===== src/rtl/assert_macros.svh =====
// assertion macros shared by the semaphore rtl
`ifndef ASSERT_MACROS_SVH
`define ASSERT_MACROS_SVH

// plain property checked on every clock edge outside reset
`define CSQ_ASSERT(lbl, prop) \
  lbl: assert property (@(posedge clk_i) disable iff (!rst_ni) (prop)) \
    else $error("csq assertion failed");

// implication: when ante holds, cons holds in the same cycle
`define CSQ_ASSERT_IMP(lbl, ante, cons) \
  lbl: assert property (@(posedge clk_i) disable iff (!rst_ni) (ante) |-> (cons)) \
    else $error("csq assertion failed");

// implication: when ante holds, cons holds in the next cycle
`define CSQ_ASSERT_NXT(lbl, ante, cons) \
  lbl: assert property (@(posedge clk_i) disable iff (!rst_ni) (ante) |=> (cons)) \
    else $error("csq assertion failed");

`endif


===== src/rtl/csq_pkg.sv =====
// types and constants of the counting semaphore wait queue
package csq_pkg;

  localparam int unsigned QUEUE_DEPTH_DEF = 16;
  localparam int unsigned COUNT_W         = 18;
  localparam int unsigned CFG_W           = 16;
  localparam int unsigned TID_W           = 8;

  localparam logic [COUNT_W-1:0] COUNT_MAX = 18'h1FFFF;

  // action codes
  localparam logic [1:0] ACT_WAIT   = 2'd0;
  localparam logic [1:0] ACT_SIGNAL = 2'd1;
  localparam logic [1:0] ACT_CLOSE  = 2'd2;

  // status codes
  localparam logic [1:0] STAT_OK     = 2'd0;
  localparam logic [1:0] STAT_CLOSED = 2'd1;
  localparam logic [1:0] STAT_FULL   = 2'd2;

  // outcome codes
  localparam logic [1:0] OUT_PROCEED  = 2'd0;
  localparam logic [1:0] OUT_BLOCKED  = 2'd1;
  localparam logic [1:0] OUT_RELEASED = 2'd2;

  typedef enum logic [1:0] {
    ST_IDLE,
    ST_EXEC,
    ST_DRAIN
  } csq_state_e;

  typedef struct packed {
    logic [1:0]       action;
    logic [TID_W-1:0] caller_id;
  } csq_in_t;

  typedef struct packed {
    logic [1:0]       status;
    logic [1:0]       outcome;
    logic [TID_W-1:0] thread_id;
    logic             last;
  } csq_out_t;

  // result handed from the core to the output register
  typedef struct packed {
    logic     valid;
    csq_out_t data;
  } csq_res_t;

endpackage


===== src/rtl/csq_ram.sv =====
// generic single-write single-read ram with registered read data
module csq_ram #(
  parameter int unsigned WIDTH = 8,
  parameter int unsigned DEPTH = 16,
  localparam int unsigned AW   = (DEPTH > 1) ? $clog2(DEPTH) : 1
) (
  input  logic             clk_i,
  input  logic             we_i,
  input  logic [AW-1:0]    waddr_i,
  input  logic [WIDTH-1:0] wdata_i,
  input  logic             re_i,
  input  logic [AW-1:0]    raddr_i,
  output logic [WIDTH-1:0] rdata_o
);

  logic [WIDTH-1:0] mem_q [DEPTH];
  logic [WIDTH-1:0] rdata_q;

  always_ff @(posedge clk_i) begin
    if (we_i) begin
      mem_q[waddr_i] <= wdata_i;
    end
    if (re_i) begin
      rdata_q <= mem_q[raddr_i];
    end
  end

  assign rdata_o = rdata_q;

endmodule


===== src/rtl/csq_core.sv =====
// semaphore sequencer: count, queue pointers and wait queue ram
`include "assert_macros.svh"

module csq_core #(
  parameter int unsigned QUEUE_DEPTH = csq_pkg::QUEUE_DEPTH_DEF
) (
  input  logic                      clk_i,
  input  logic                      rst_ni,
  input  logic                      in_valid_i,
  output logic                      in_ready_o,
  input  csq_pkg::csq_in_t          in_data_i,
  input  logic                      out_free_i,
  output csq_pkg::csq_res_t         res_o,
  input  logic                      cfg_we_i,
  input  logic [csq_pkg::CFG_W-1:0] cfg_wdata_i
);
  import csq_pkg::*;

  localparam int unsigned QIW = (QUEUE_DEPTH > 1) ? $clog2(QUEUE_DEPTH) : 1;
  localparam int unsigned FW  = $clog2(QUEUE_DEPTH + 1);
  localparam logic [QIW-1:0] LAST_IDX = QIW'(QUEUE_DEPTH - 1);
  localparam logic [FW-1:0]  FULL_FILL = FW'(QUEUE_DEPTH);
  localparam logic [FW-1:0]  ONE_FILL  = FW'(1);

  csq_state_e state_q, state_d;
  logic [1:0]         action_q, action_d;
  logic [TID_W-1:0]   caller_q, caller_d;
  logic [COUNT_W-1:0] count_q, count_d;
  logic               open_q, open_d;
  logic [QIW-1:0]     head_q, head_d;
  logic [QIW-1:0]     tail_q, tail_d;
  logic [FW-1:0]      fill_q, fill_d;

  logic               ram_we;
  logic               ram_re;
  logic [QIW-1:0]     ram_raddr;
  logic [TID_W-1:0]   ram_rdata;

  logic [QIW-1:0]     head_nx;
  logic [QIW-1:0]     tail_nx;
  logic [COUNT_W-1:0] count_inc;
  logic [COUNT_W-1:0] count_dec;
  logic               count_le0;
  logic               inc_le0;
  logic               drain_more;

  csq_res_t res;

  assign head_nx   = (head_q == LAST_IDX) ? '0 : head_q + 1'b1;
  assign tail_nx   = (tail_q == LAST_IDX) ? '0 : tail_q + 1'b1;
  assign count_inc = count_q + 1'b1;
  assign count_dec = count_q - 1'b1;
  assign count_le0 = count_q[COUNT_W-1] || (count_q == '0);
  assign inc_le0   = count_inc[COUNT_W-1] || (count_inc == '0);
  // a close still has waiters after the one released this cycle
  assign drain_more = (fill_q > ONE_FILL);

  csq_ram #(
    .WIDTH(TID_W),
    .DEPTH(QUEUE_DEPTH)
  ) u_queue_ram (
    .clk_i  (clk_i),
    .we_i   (ram_we),
    .waddr_i(tail_q),
    .wdata_i(caller_q),
    .re_i   (ram_re),
    .raddr_i(ram_raddr),
    .rdata_o(ram_rdata)
  );

  // next state
  always_comb begin
    state_d = state_q;
    unique case (state_q)
      ST_IDLE: begin
        if (in_valid_i) begin
          state_d = ST_EXEC;
        end
      end
      ST_EXEC: begin
        if (out_free_i) begin
          if (action_q == ACT_CLOSE && open_q && drain_more) begin
            state_d = ST_DRAIN;
          end else begin
            state_d = ST_IDLE;
          end
        end
      end
      ST_DRAIN: begin
        if (out_free_i && !drain_more) begin
          state_d = ST_IDLE;
        end
      end
      default: state_d = ST_IDLE;
    endcase
  end

  // datapath and results
  always_comb begin
    action_d  = action_q;
    caller_d  = caller_q;
    count_d   = count_q;
    open_d    = open_q;
    head_d    = head_q;
    tail_d    = tail_q;
    fill_d    = fill_q;
    ram_we    = 1'b0;
    ram_re    = 1'b0;
    ram_raddr = head_q;
    res       = '0;
    res.data.last = 1'b1;
    in_ready_o = (state_q == ST_IDLE);

    unique case (state_q)
      ST_IDLE: begin
        if (in_valid_i) begin
          // fetch the oldest waiter in case this is a signal or close
          ram_re   = 1'b1;
          action_d = in_data_i.action;
          caller_d = in_data_i.caller_id;
        end
      end
      ST_EXEC: begin
        if (out_free_i) begin
          res.valid = 1'b1;
          if (action_q != ACT_WAIT && action_q != ACT_SIGNAL && action_q != ACT_CLOSE) begin
            res.data.status = STAT_OK;
          end else if (!open_q) begin
            res.data.status = STAT_CLOSED;
          end else begin
            unique case (action_q)
              ACT_WAIT: begin
                if (count_le0) begin
                  if (fill_q == FULL_FILL) begin
                    res.data.status = STAT_FULL;
                  end else begin
                    count_d = count_dec;
                    ram_we  = 1'b1;
                    tail_d  = tail_nx;
                    fill_d  = fill_q + 1'b1;
                    res.data.outcome   = OUT_BLOCKED;
                    res.data.thread_id = caller_q;
                  end
                end else begin
                  count_d = count_dec;
                end
              end
              ACT_SIGNAL: begin
                if (!count_q[COUNT_W-1] && count_q >= COUNT_MAX) begin
                  count_d = COUNT_MAX;
                end else begin
                  count_d = count_inc;
                  if (inc_le0 && fill_q != '0) begin
                    head_d = head_nx;
                    fill_d = fill_q - 1'b1;
                    res.data.outcome   = OUT_RELEASED;
                    res.data.thread_id = ram_rdata;
                  end
                end
              end
              ACT_CLOSE: begin
                open_d = 1'b0;
                if (fill_q != '0) begin
                  fill_d = fill_q - 1'b1;
                  res.data.outcome   = OUT_RELEASED;
                  res.data.thread_id = ram_rdata;
                  res.data.last      = !drain_more;
                  if (drain_more) begin
                    head_d    = head_nx;
                    ram_re    = 1'b1;
                    ram_raddr = head_nx;
                  end else begin
                    head_d = '0;
                    tail_d = '0;
                  end
                end
              end
              default: res.data.status = STAT_OK;
            endcase
          end
        end
      end
      ST_DRAIN: begin
        if (out_free_i) begin
          res.valid          = 1'b1;
          res.data.outcome   = OUT_RELEASED;
          res.data.thread_id = ram_rdata;
          res.data.last      = !drain_more;
          fill_d             = fill_q - 1'b1;
          if (drain_more) begin
            head_d    = head_nx;
            ram_re    = 1'b1;
            ram_raddr = head_nx;
          end else begin
            head_d = '0;
            tail_d = '0;
          end
        end
      end
      default: ;
    endcase

    // register write reinitialises the semaphore
    if (cfg_we_i) begin
      count_d = COUNT_W'(cfg_wdata_i);
      open_d  = 1'b1;
      head_d  = '0;
      tail_d  = '0;
      fill_d  = '0;
    end
  end

  assign res_o = res;

  always_ff @(posedge clk_i or negedge rst_ni) begin
    if (!rst_ni) begin
      state_q <= ST_IDLE;
      count_q <= '0;
      open_q  <= 1'b1;
      head_q  <= '0;
      tail_q  <= '0;
      fill_q  <= '0;
    end else begin
      state_q <= state_d;
      count_q <= count_d;
      open_q  <= open_d;
      head_q  <= head_d;
      tail_q  <= tail_d;
      fill_q  <= fill_d;
    end
  end

  always_ff @(posedge clk_i) begin
    action_q <= action_d;
    caller_q <= caller_d;
  end

  `CSQ_ASSERT(a_fill_bound, fill_q <= FULL_FILL)
  `CSQ_ASSERT_IMP(a_drain_closed, state_q == ST_DRAIN, !open_q && fill_q != '0)
  `CSQ_ASSERT_IMP(a_res_has_room, res.valid, out_free_i)
  `CSQ_ASSERT_NXT(a_one_at_a_time, in_valid_i && in_ready_o, !in_ready_o)

endmodule


===== src/rtl/counting_semaphore_wait_queue.sv =====
// Counting semaphore with a FIFO wait queue of blocked thread ids. For wait
// and signal requests the accept cycle reads the head of the queue ram and
// the exec state then decides, updates the count and pointers and writes the
// caller at the tail if it blocks. A close releases one waiter per cycle
// while the output register is free, as the ram is read ahead one entry at
// a time. Results sit in an output register, so a new request is taken
// while a result waits, but the block stalls in its decision cycle until
// that register is free. Writing initial_count reloads the count, reopens
// the semaphore and empties the queue at once; there is no clearing pass
// after reset.
`include "assert_macros.svh"

module counting_semaphore_wait_queue #(
  parameter int unsigned QUEUE_DEPTH = csq_pkg::QUEUE_DEPTH_DEF
) (
  input  logic                      clk_i,
  input  logic                      rst_ni,
  input  logic                      in_valid_i,
  output logic                      in_ready_o,
  input  csq_pkg::csq_in_t          in_data_i,
  output logic                      out_valid_o,
  input  logic                      out_ready_i,
  output csq_pkg::csq_out_t         out_data_o,
  input  logic                      cfg_we_i,
  input  logic [csq_pkg::CFG_W-1:0] cfg_wdata_i
);
  import csq_pkg::*;

  logic     out_valid_q, out_valid_d;
  csq_out_t out_data_q, out_data_d;
  logic     out_free;
  csq_res_t res;

  assign out_free = !out_valid_q || out_ready_i;

  csq_core #(
    .QUEUE_DEPTH(QUEUE_DEPTH)
  ) u_core (
    .clk_i      (clk_i),
    .rst_ni     (rst_ni),
    .in_valid_i (in_valid_i),
    .in_ready_o (in_ready_o),
    .in_data_i  (in_data_i),
    .out_free_i (out_free),
    .res_o      (res),
    .cfg_we_i   (cfg_we_i),
    .cfg_wdata_i(cfg_wdata_i)
  );

  always_comb begin
    out_valid_d = out_valid_q;
    out_data_d  = out_data_q;
    if (res.valid) begin
      out_valid_d = 1'b1;
      out_data_d  = res.data;
    end else if (out_ready_i) begin
      out_valid_d = 1'b0;
    end
  end

  always_ff @(posedge clk_i or negedge rst_ni) begin
    if (!rst_ni) begin
      out_valid_q <= 1'b0;
    end else begin
      out_valid_q <= out_valid_d;
    end
  end

  always_ff @(posedge clk_i) begin
    out_data_q <= out_data_d;
  end

  assign out_valid_o = out_valid_q;
  assign out_data_o  = out_data_q;

  // a new result only lands once the previous transaction has gone
  `CSQ_ASSERT_NXT(a_load_shows, res.valid, out_valid_o)
  `CSQ_ASSERT_IMP(a_no_overwrite, out_valid_q && !out_ready_i, !res.valid)

endmodule


===== config.mk =====
export PLATFORM = sky130hd
export DESIGN_NAME = counting_semaphore_wait_queue
export DESIGN_NICKNAME = d
export VERILOG_FILES = /design/src/rtl/csq_pkg.sv /design/src/rtl/csq_ram.sv /design/src/rtl/csq_core.sv /design/src/rtl/counting_semaphore_wait_queue.sv
export VERILOG_INCLUDE_DIRS = /design/src /design/src/rtl
export SDC_FILE = /design/constraint.sdc
export NUM_CORES = 1
export LEC_CHECK = 0
export ABC_AREA = 1
export BUFFER_PORTS_ARGS = -buffer_cell sky130_fd_sc_hd__buf_2
export CAP_MARGIN = 20
export CELL_PAD_IN_SITES_DETAIL_PLACEMENT = 1
export CELL_PAD_IN_SITES_GLOBAL_PLACEMENT = 1
export CORE_MARGIN = 3
export CORE_UTILIZATION = 48
export DETAILED_ROUTE_END_ITERATION = 10
export GPL_TIMING_DRIVEN = 0
export PLACE_DENSITY_LB_ADDON = 0.1
export SYNTH_ARGS = -nofsm -noshare
export SYNTH_HDL_FRONTEND = slang
export SYNTH_HIERARCHICAL = 1
export SYNTH_SLANG_ARGS = --single-unit

===== constraint.sdc =====
create_clock -name clk_i -period 3.43 [get_ports clk_i]
set_input_delay 0.343 -clock clk_i [delete_from_list [all_inputs] [get_ports clk_i]]
set_output_delay 0.343 -clock clk_i [all_outputs]
set_load 0.05 [all_outputs]

* After elaboration in Yosys (flattened, before gate mapping)
Memories as Yosys holds them, arrays and structs flattened. A register that Yosys moved wholly into a read port is not among the register bits. Cells that the tools add are included.
Word-level totals: memories 1, flip-flop bits (word level) 58, memory bits (writable) 128
Operators by class: muxes and demuxes 102, bitwise logic cells 5, equal/unequal tests 26, $lt $le $gt $ge 2, reductions and logical operators 34, add/subtract/negate cells 6
Memory list:
- u_core.u_queue_ram.mem_q | depth 16, bits a word 8, read ports 1, clocked after memory_dff 1, write ports 1, RTL line csq_ram.sv:16 | logic [WIDTH-1:0] mem_q [DEPTH];
Operator list (count):
- $mux W18 | 8
- $mux W4 | 27
- $mux W5 | 10
- $mux W11 | 4
- $pmux W4 S2 | 5
- $logic_not A18 Y1 | 2
- $pmux W18 S2 | 1
- $pmux W10 S3 | 1
- $mux W1 | 27
- $pmux W11 S2 | 1
- $mux W10 | 2
- $add A18 B1 Y18 const B | 1
- $ge A18 B17 Y1 const B | 1
- $reduce_and A9 Y1 | 2
- $sub A18 B1 Y18 const B | 1
- $mux W2 | 8
- $ne A4 B3 Y1 const B | 4
- $ne A4 B4 Y1 const B | 4
- $pmux W5 S3 | 1
- $mux W14 | 1
- $mux W12 | 1
- $reduce_and A11 Y1 | 1
- $pmux W5 S2 | 1
- $reduce_bool A2 Y1 | 5
- 29 further kinds | 56

* Depth between registers and ports, before layout
Gate-level depths: netlist (run 1).
depth in word-level cells 12, gate-level depth with buffers 18, depth with buffers taken out 17

* Modules after synthesis
The synthesis (run 1) kept the hierarchy.
Modules (own cells, without submodules):
- csq_ram | cells an instance 553, area each 5851.9 sq um, instances 1, seq. area each 4083.9 sq um
- csq_core | cells an instance 596, area each 3932.5 sq um, instances 1, seq. area each 1152.4 sq um
- counting_semaphore_wait_queue | cells an instance 18, area each 435.4 sq um, instances 1, seq. area each 415.4 sq um

* Least setup slack after synthesis (run 1)
Ideal clock, no wire load.
path kind reg-to-reg, start register u_core.state_q[0], end register u_core.u_queue_ram.rdata_q[6] (netlist: u_core/u_queue_ram/rdata_o[6]) (read register of u_core.u_queue_ram.mem_q) (data pin), clock period less this slack 2440 ps, data arrival time 2187 ps, setup time 253 ps, buffers on the path 4, slack 990 ps, stages on the path, launching flop included 16, data required time 3177 ps, cell sequence dfrtp_1 inv_1 ha_1 clkbuf_1 clkbuf_1 nand2_1 o21ai_0 nand3_1 o22ai_1 buf_6 buf_4 nand2_1 nand3_1 nand3_1 nand3_1 nand2_1
Between the ends: longest elaborated chain between the ends 2, elaborated cells on any way between the ends 5, those cells by class 2 x eq/ne; 2 x mux; 1 x reduce/logical
Ends and longest elaborated chain:
- from (decl) | RTL line csq_core.sv:25 | csq_state_e state_q, state_d;
- from (signal assigned) | RTL line csq_core.sv:224 | state_q <= state_d;
- $eq A2 B2 Y1 or $eq A2 B1 Y1 (tied branches) | RTL line csq_core.sv:114 | unique case (state_q)
- $pmux W4 S2 * | RTL line csq_core.sv:114
- net u_core.ram_raddr[0] | RTL line csq_core.sv:36 | logic [QIW-1:0] ram_raddr;
- to (decl) | RTL line csq_ram.sv:17 | logic [WIDTH-1:0] rdata_q;
The timed path passes the listed nets; every way through them passes the cells marked *. A chain may end at the register's enable or synchronous reset.

* Final worst setup path (run 1)
start register u_core.count_q[13], end memory u_core.u_queue_ram.mem_q[0][4], enable pin
Between the ends: longest elaborated chain between the ends 10
Ends and longest elaborated chain:
- from (decl) | RTL line csq_core.sv:28 | logic [COUNT_W-1:0] count_q, count_d;
- from (signal assigned) | RTL line csq_core.sv:225 | count_q <= count_d;
- $logic_not A18 Y1 | RTL line csq_core.sv:53 | assign count_le0 = count_q[COUNT_W-1] || (count_q == '0);
- $logic_or A1 B1 Y1 | RTL line csq_core.sv:53
- $mux W1 | RTL line csq_core.sv:133 | if (count_le0) begin
- $mux W1 | RTL line csq_core.sv:131 | unique case (action_q)
- $mux W1 | RTL line csq_core.sv:128 | end else if (!open_q) begin
- $mux W1 | RTL line csq_core.sv:126 | if (action_q != ACT_WAIT && action_q != ACT_SIGNAL && action_q != ACT_CLOSE) begin
- $mux W1 | RTL line csq_core.sv:124 | if (out_free_i) begin
- $mux W1 | RTL line csq_core.sv:114
- net u_core.ram_we | RTL line csq_core.sv:34 | logic ram_we;
- $mux W1 | RTL line csq_ram.sv:20 | if (we_i) begin
- $mux W1 (implied by the code) | RTL line csq_ram.sv:21 | mem_q[waddr_i] <= wdata_i;
- to (decl) | RTL line csq_ram.sv:16
The timed path passes the listed nets, and every way through them passes these cells.

==> results of run 1 <==
[report_power, final]
part | internal [uW] | switching (uW)
sequential | 2970 | 340
clock | 1120 | 966
combinational | 1260 | 3050
[cell type report]
cell class | count | share of cell area (%)
Timing Repair Buffer | 46 | 2.06
Multi-Input combinational cell | 749 | 32.0
Clock inverter | 15 | 1.68
Tap cell | 270 | 2.95
Buffer | 40 | 2.26
Clock buffer | 17 | 3.71
Sequential cell | 194 | 49.3
Inverter | 184 | 6.03
[cell usage after synthesis (4+ instances only)]
master and number:
clkbuf_1 9, ha_1 16, nand2_1 318, buf_6 10, nand4_1 13, o221ai_1 4, nor2_4 4, inv_2 5
inv_1 179, buf_2 17, edfxtp_1 159, nor3_1 8, nor2_1 78, nand2_2 6, o21ai_0 39, a21oi_1 30
nand3_1 170, xor2_1 10, o211ai_1 17, dfrtp_1 34, o22ai_1 6
[worst max-delay path: stages, from the launching register on]
cell and delay, ps:
dfrtp_1 440, inv_1 210, nand3_1 160, nor2_1 200
nand3b_1 120, nand2_1 130, nand2_1 80, nor2_2 350
nand2_1 200, inv_1 240, nand2_1 200, nor2_1 680
[stage by stage]
stage          setup WS [ps]  hold slack (ps)  utilization (%)
2_1_floorplan            990             47.4                -
3_3_place_gp            32.8              463             52.4
3_5_place_dp           -20.0              462             52.4
4_1_cts                 51.0             54.3             55.5
5_1_grt                 -144             56.1             55.7
6_report                41.7             25.1             55.7
[logic make-up (layout without fill, tap and decap cells)]
family / after synthesis / after routing / share of synthesized area, %
muxes: 2 / 2 / 0.208
DFF: 194 / 194 / 55.3
xor gates and xnor gates: 10 / 10 / 0.857
AOI/OAI and AO/OA: 110 / 110 / 6.34
adders and majority gates: 16 / 16 / 1.96
buffers and inverters: 224 / 302 / 9.28
and+or+nand+nor: 611 / 611 / 26.1
[path summary, 6_finish.rpt]
| path | startpoint | to | slack (ps) |
|---|---|---|---|
| max reg2reg | u_core/count_q[13]$_DFFE_PN0P_ | u_core/u_queue_ram/mem_q[0][4]$_DFFE_PP_ | 40 |
| max | u_core/count_q[13]$_DFFE_PN0P_ | u_core/u_queue_ram/mem_q[0][4]$_DFFE_PP_ | 40 |
| max in group asynchronous | rst_ni | u_core/count_q[8]$_DFFE_PN0P_ | 2810 |
| min in group clk_i | in_data_i[7] | u_core/caller_q[7]$_DFFE_PP_ | 80 |
| min | rst_ni | u_core/fill_q[1]$_DFFE_PN0P_ | 30 |
| min reg2reg | u_core/head_q[3]$_DFFE_PN0P_ | u_core/head_q[3]$_DFFE_PN0P_ | 480 |
[state kept, by name, summed over array words and instances, names as in the netlist]
name,flops
u_core/u_queue_ram/mem_q,128
u_core/count_q,18
out_data_o,13
u_core/caller_q,8
u_core/u_queue_ram/rdata_o,8
u_core/fill_q,5
u_core/head_q,4
u_core/tail_q,4
u_core/action_q,2
u_core/state_q,2
out_valid_o,1
u_core/open_q,1
[layer usage]
metal,part of all wire [%],routed length (um)
met2,51,15400
met3,3.7,1110
met1,43,12800
met4,2.5,759
met5,0,0
[what timing repair did]
action | in CTS | in global routing
endpoints found under the setup margin | 7 | 128
hold endpoints to repair | 0 | 0
resized for setup | 1 | 15
==> metrics.md, run 1 <==
| Metric | Value |
|---|---|
| Leading area contributor after synthesis | edfxtp_1 |
| Syn Area/Cell | 8.76 um^2 |
| H-tree levels | 4 |
| Design Power | 9710 uW |
| Synth area leaders | edfxtp_1 (47%), nand2_1 (12%), dfrtp_1 (8.3%) |
| # IOs | 46 |
| FF-to-FF path depth | 11 |
| CTS Sinks | 194 |
| DRT antenna net count | 0 |
| 1st-pass router iterations | 5 |
| Initial antenna violation count | 0 |
| Slew @ Worst Pin | 925 ps |
| Clk_skew | 12.0 ps |
| Async SR Flop Fraction | 18.0% |
| CTS root buffer | clkbuf_16 |
| Total gr overflow | 0 |
| Worst EP required | 3490 ps |
| FF/Latch Area | 0.00565 mm^2 |
| Area after DPL | 0.0108 mm^2 |
| Crit path arrival time | 3450 ps |
| Slew Limit Fails | 0 |
| Max Cap Viol | 0 |
| Placed Cells | 1,482 |
| Met3 usage | 3.21% |
| Hold Path Class | input pin to asynchronous set/reset pin |
| IO buf count | 45 |
| GRT Total Usage | 26.1% |
| Synth Net Count | 1,214 |
| Peak VDD IR | 464 uV |
| GR peak layer | met2 |
| CTS max path bufs | 2 |
| Fmax | 295 MHz |
| CTS Buf Count | 17 |
| P_leak | 0.00501 uW |
| Hold Buf Count CTS | 0 |
| Setup CP Type | flip-flop to flip-flop |
| Fin crit share | 98.8% |
| Min cycle time layout | 3390 ps |
| Chip width | 152 um |
| Antenna Diode Count | 0 |
| Initial core utilization | 49.7% |
| Post-route non-filler standard cell count | 1,515 |
| CTS tree | done |
| Most frequent cells in the layout | nand2_1 (318), inv_1 (179), nand3_1 (170) |
| WL/cell | 19.8 um |
| Skew-Pair Late Insertion Delay | 440 ps |
| Netlist cell types | 42 |
| Status | finished clean |
| Vias per cell | 5.54 |
| Yosys Warn Count | 6 |
| Postcts setup bufs | 0 |
| Setup TNS | 0 ps |
| # rows | 52 |
| Post-route DRC | 0 |
| Dpl hpwl | 21,700 um |
| Relative max-transition margin | 38.4% |
| Synth top area share | 46.7% |
| Core area | 0.0206 mm^2 |
| Crit start category | flip-flop |
| P per Cell Area | 847 mW/mm^2 |
| Mapped cell area | 0.0102 mm^2 |
| Die area | 0.0231 mm^2 |
| First-pass GRT wire length | 47,300 um |
| Seq cells post-synth | 194 |
| Cell area after layout | 0.0115 mm^2 |
| GPL Wtd Cong | 0.930 |
| Fillers | 2,459 |
| RSZ-0062 raised after global routing | yes |
| Clock-pin slew on the worst setup and hold paths | 80 ps |
| Largest net degree at the start of global routing | 36 |
| Via count | 8,394 |
| Final hold viol count | 0 |
| Vias in the first global route | 8,683 |
| Routed WL | 30,000 um |
| Met2 usage | 45.9% |
| EDFF count, synth | 159 |
| Seq/Total Area, Yosys | 55.3% |
| Initial DRC Count | 633 |
| Critical-path maximum fanout | 8 |
| Layout net count | 1,279 |
| Layout area overhead | 12.1% |
| Endpoints failing setup | 0 |
| Worst Setup End Kind | flip-flop |
| Area of the multi-input gates | 0.00366 mm^2 |
| Die Ht | 152 um |
| GRT met1 Usage | 33.7% |
| Synth Instances | 1,167 |
| Commonest non-fill, non-tap cell in the layout | nand2_1 |
| Top FF cell, synth | edfxtp_1 |
| Share of cells above drive strength 1 | 12.0% |
No activity file was read; power rests on OpenSTA's default activity.
==> run 2: changes to the inputs <==
ABC_AREA = unset   (was 1)
CORE_UTILIZATION = 50   (was 48)
==> metrics.md, run 2 <==
| Metric | Value |
|---|---|
| Layout area overhead | 14.4% |
| Worst EP required | 3580 ps |
| Critical path cell sequence | or4_1, and4bb_4, a31o_4, nand2_1, nor2_2, or3b_2, nor3_4, buf_4 |
| GRT Total Usage | 25.5% |
| # rows | 49 |
| Critical-path maximum fanout | 8 |
| Final WS setup | 90.0 ps |
| Initial core utilization | 51.6% |
| Synth cell count leaders | edfxtp_1 (159), nand2_1 (58), nor2_1 (54) |
| Max reg flops | 128 |
| Top FF cell, synth | edfxtp_1 |
| Routed WL | 25,100 um |
| Seq cells post-synth | 194 |
| H-tree levels | 4 |
| Leading area contributor after synthesis | edfxtp_1 |
| Min cycle time layout | 3340 ps |
| CTS max path bufs | 2 |
| Dpl hpwl | 17,400 um |
| Post-Place Worst Slack | -527 ps |
| Post-layout util | 59.0% |
| Yosys Warn Count | 6 |
| Hold Path Class | input pin to asynchronous set/reset pin |
| Slew @ Worst Pin | 919 ps |
| Int Power | 4950 uW |
| Core area | 0.0182 mm^2 |
| Slew Limit Fails | 0 |
| Synth Net Count | 749 |
| Crit. Startpoint | u_core/count_q[7]$_DFFE_PN0P_ |
| Commonest non-fill, non-tap cell in the layout | edfxtp_1 |
| Reg power frac | 40.6% |
| Final hold viol count | 0 |
| Synth area leaders | edfxtp_1 (51%), dfrtp_1 (9.1%), mux4_2 (4.3%) |
| Fin crit share | 97.4% |
| Initial antenna violation count | 0 |
| P_leak | 0.00371 uW |
| 1st-pass router iterations | 4 |
| Endpoints failing setup | 0 |
| RSZ-0062 raised after global routing | yes |
| First-pass GRT wire length | 39,200 um |
| Fmax | 299 MHz |
| Cell family with the largest share of critical-path delay | simple AND/OR/NAND/NOR gates |
| Share of cells above drive strength 1 | 23.7% |
| Worst hold slack | 16.9 ps |
| Synth top area share | 50.9% |
| Largest stage delay, worst path | 610 ps |
| Status | finished clean |
| Setup CP Type | flip-flop to flip-flop |
| Top reg by flops | u_core/u_queue_ram/mem_q |
| Slowest-stage cell, CP | or3b_2 |
| Netlist cell types | 89 |
| Mapped cell area | 0.00939 mm^2 |
| Die Ht | 143 um |
| Largest net degree at the start of global routing | 36 |
| R2R setup slack | 90 ps |
| Antenna Diode Count | 0 |
| Async SR Flop Fraction | 18.0% |
| Relative max-transition margin | 38.8% |
| Most frequent cells in the layout | edfxtp_1 (159), nand2_1 (57), buf_2 (52) |
| Initial DRC Count | 490 |
| Vias per cell | 6.34 |
| Reg2reg start | u_core/count_q[7]$_DFFE_PN0P_ |
| Vias in the first global route | 6,730 |
| Total gr overflow | 0 |
| Syn Area/Cell | 13.4 um^2 |
| P per Cell Area | 739 mW/mm^2 |
| Clock-pin slew on the worst setup and hold paths | 80 ps |
| Die area | 0.0205 mm^2 |
| Design Power | 7940 uW |
| Psw | 2990 uW |
| Chip width | 143 um |
| IO buf count | 44 |
| Worst Setup End Kind | flip-flop |
| # IOs | 46 |
| WL/cell | 24.7 um |
| Crit start category | flip-flop |
| Clock power frac | 24.7% |
| EDFF count, synth | 159 |
| CTS tree | done |
| Hold Buf Count CTS | 0 |
| Post-route DRC | 0 |
| Sw frac | 37.6% |
| Most frequent cell after synthesis | edfxtp_1 |
| CTS Buf Count | 17 |
| Worst path bufs/invs | 1 |
| Peak VDD IR | 393 uV |
| CTS root buffer | clkbuf_16 |
| Max Cap Viol | 0 |
| Via count | 6,432 |
| Synth Instances | 702 |
| Clk_skew | 19.1 ps |
| GPL Wtd Cong | 0.964 |
| CTS Sinks | 194 |
| Layout net count | 819 |
| Crit path arrival time | 3490 ps |
| Skew-Pair Late Insertion Delay | 440 ps |
| Seq/Total Area, Yosys | 60.2% |
| Combinational power share | 34.7% |
| DRT antenna net count | 0 |
-- run 2: cell count changes after synthesis, sizes merged, moves of 15 or more --
| cell | before | now |
|---|---|---|
| mux4 | 0 | 32 |
| inv | 184 | 19 |
| a22oi | 2 | 17 |
| nand3 | 170 | 20 |
| nor2 | 85 | 54 |
| nand2 | 325 | 58 |
-- run 2: cell families (layout without fill, tap and decap cells) --
group / count (synthesis) / in the layout / synth area share (%)
AO/OA/AOI/OAI: 172 / 172 / 12.9
buffers and inverters: 57 / 140 / 3.07
AND/OR/NAND/NOR: 219 / 219 / 12.1
flip-flops: 194 / 194 / 60.2
adder cells (fa/ha/maj): 16 / 16 / 2.13
XOR/XNOR: 6 / 6 / 0.560
multiplexers: 38 / 38 / 9.06
-- run 2: power by group through the flow --
| stage | combinational, uW | sequential, uW | clock, uW |
|---|---|---|---|
| CTS | 2600 | 3220 | 2000 |
| finish | 2760 | 3230 | 1960 |
| floorplan | 1650 | 3350 | 0 |
| detailed placement | 2510 | 3260 | 0 |
| global route | 2970 | 3270 | 2090 |
| global placement | 2440 | 3220 | 0 |
-- run 2: final cells by class --
type                       instances  area, um^2
buffer                            36         220
clock buffer                      18         429
clock inverter                    14         161
fill                            1782        7470
inverter                          20        75.1
multi-input combinational        451        3630
sequential                       194        5650
tap                              229         287
timing repair buffer              52         280
-- run 2: what timing repair did --
item / 4_1_cts / 5_1_grt
gates resized for setup: 12 / 28
endpoints found under the hold margin: 0 / 0
pin swaps: 0 / 4
cloned: 0 / 0
endpoints found under the setup margin: 56 / 75
buffers inserted: 1 / 4
-- run 2: worst paths after layout --
path | end | cells after the start
max | u_core/u_queue_ram/mem_q[0][7]$_DFFE_PP_ | 8
min | u_core/fill_q[1]$_DFFE_PN0P_ | 1
max reg2reg | u_core/u_queue_ram/mem_q[0][7]$_DFFE_PP_ | 8
min reg2reg | u_core/open_q$_DFFE_PN1P_ | 2
max in group asynchronous | u_core/fill_q[0]$_DFFE_PN0P_ | 1
min in group clk_i | u_core/action_q[0]$_DFFE_PP_ | 1
-- run 2: through the flow --
stage / cells / cell area, um^2 / TNS [ps]
final: 1014 / 10700 / 0
after CTS: 1009 / 10600 / -984
after global routing: 1014 / 10700 / -1070
after floorplan: 702 / 9390 / 0
after detailed placement: 977 / 9930 / -10110
after global placement: 975 / 9890 / -18250
-- run 2: layer usage --
metal,track usage [%],vias to the layer above,part of all wire [%]
met5,0,-,0
met4,6.35,0,1.3
met3,5.69,21,6.2
met2,39.0,211,46
met1,37.4,3309,46
li1,-,2891,-
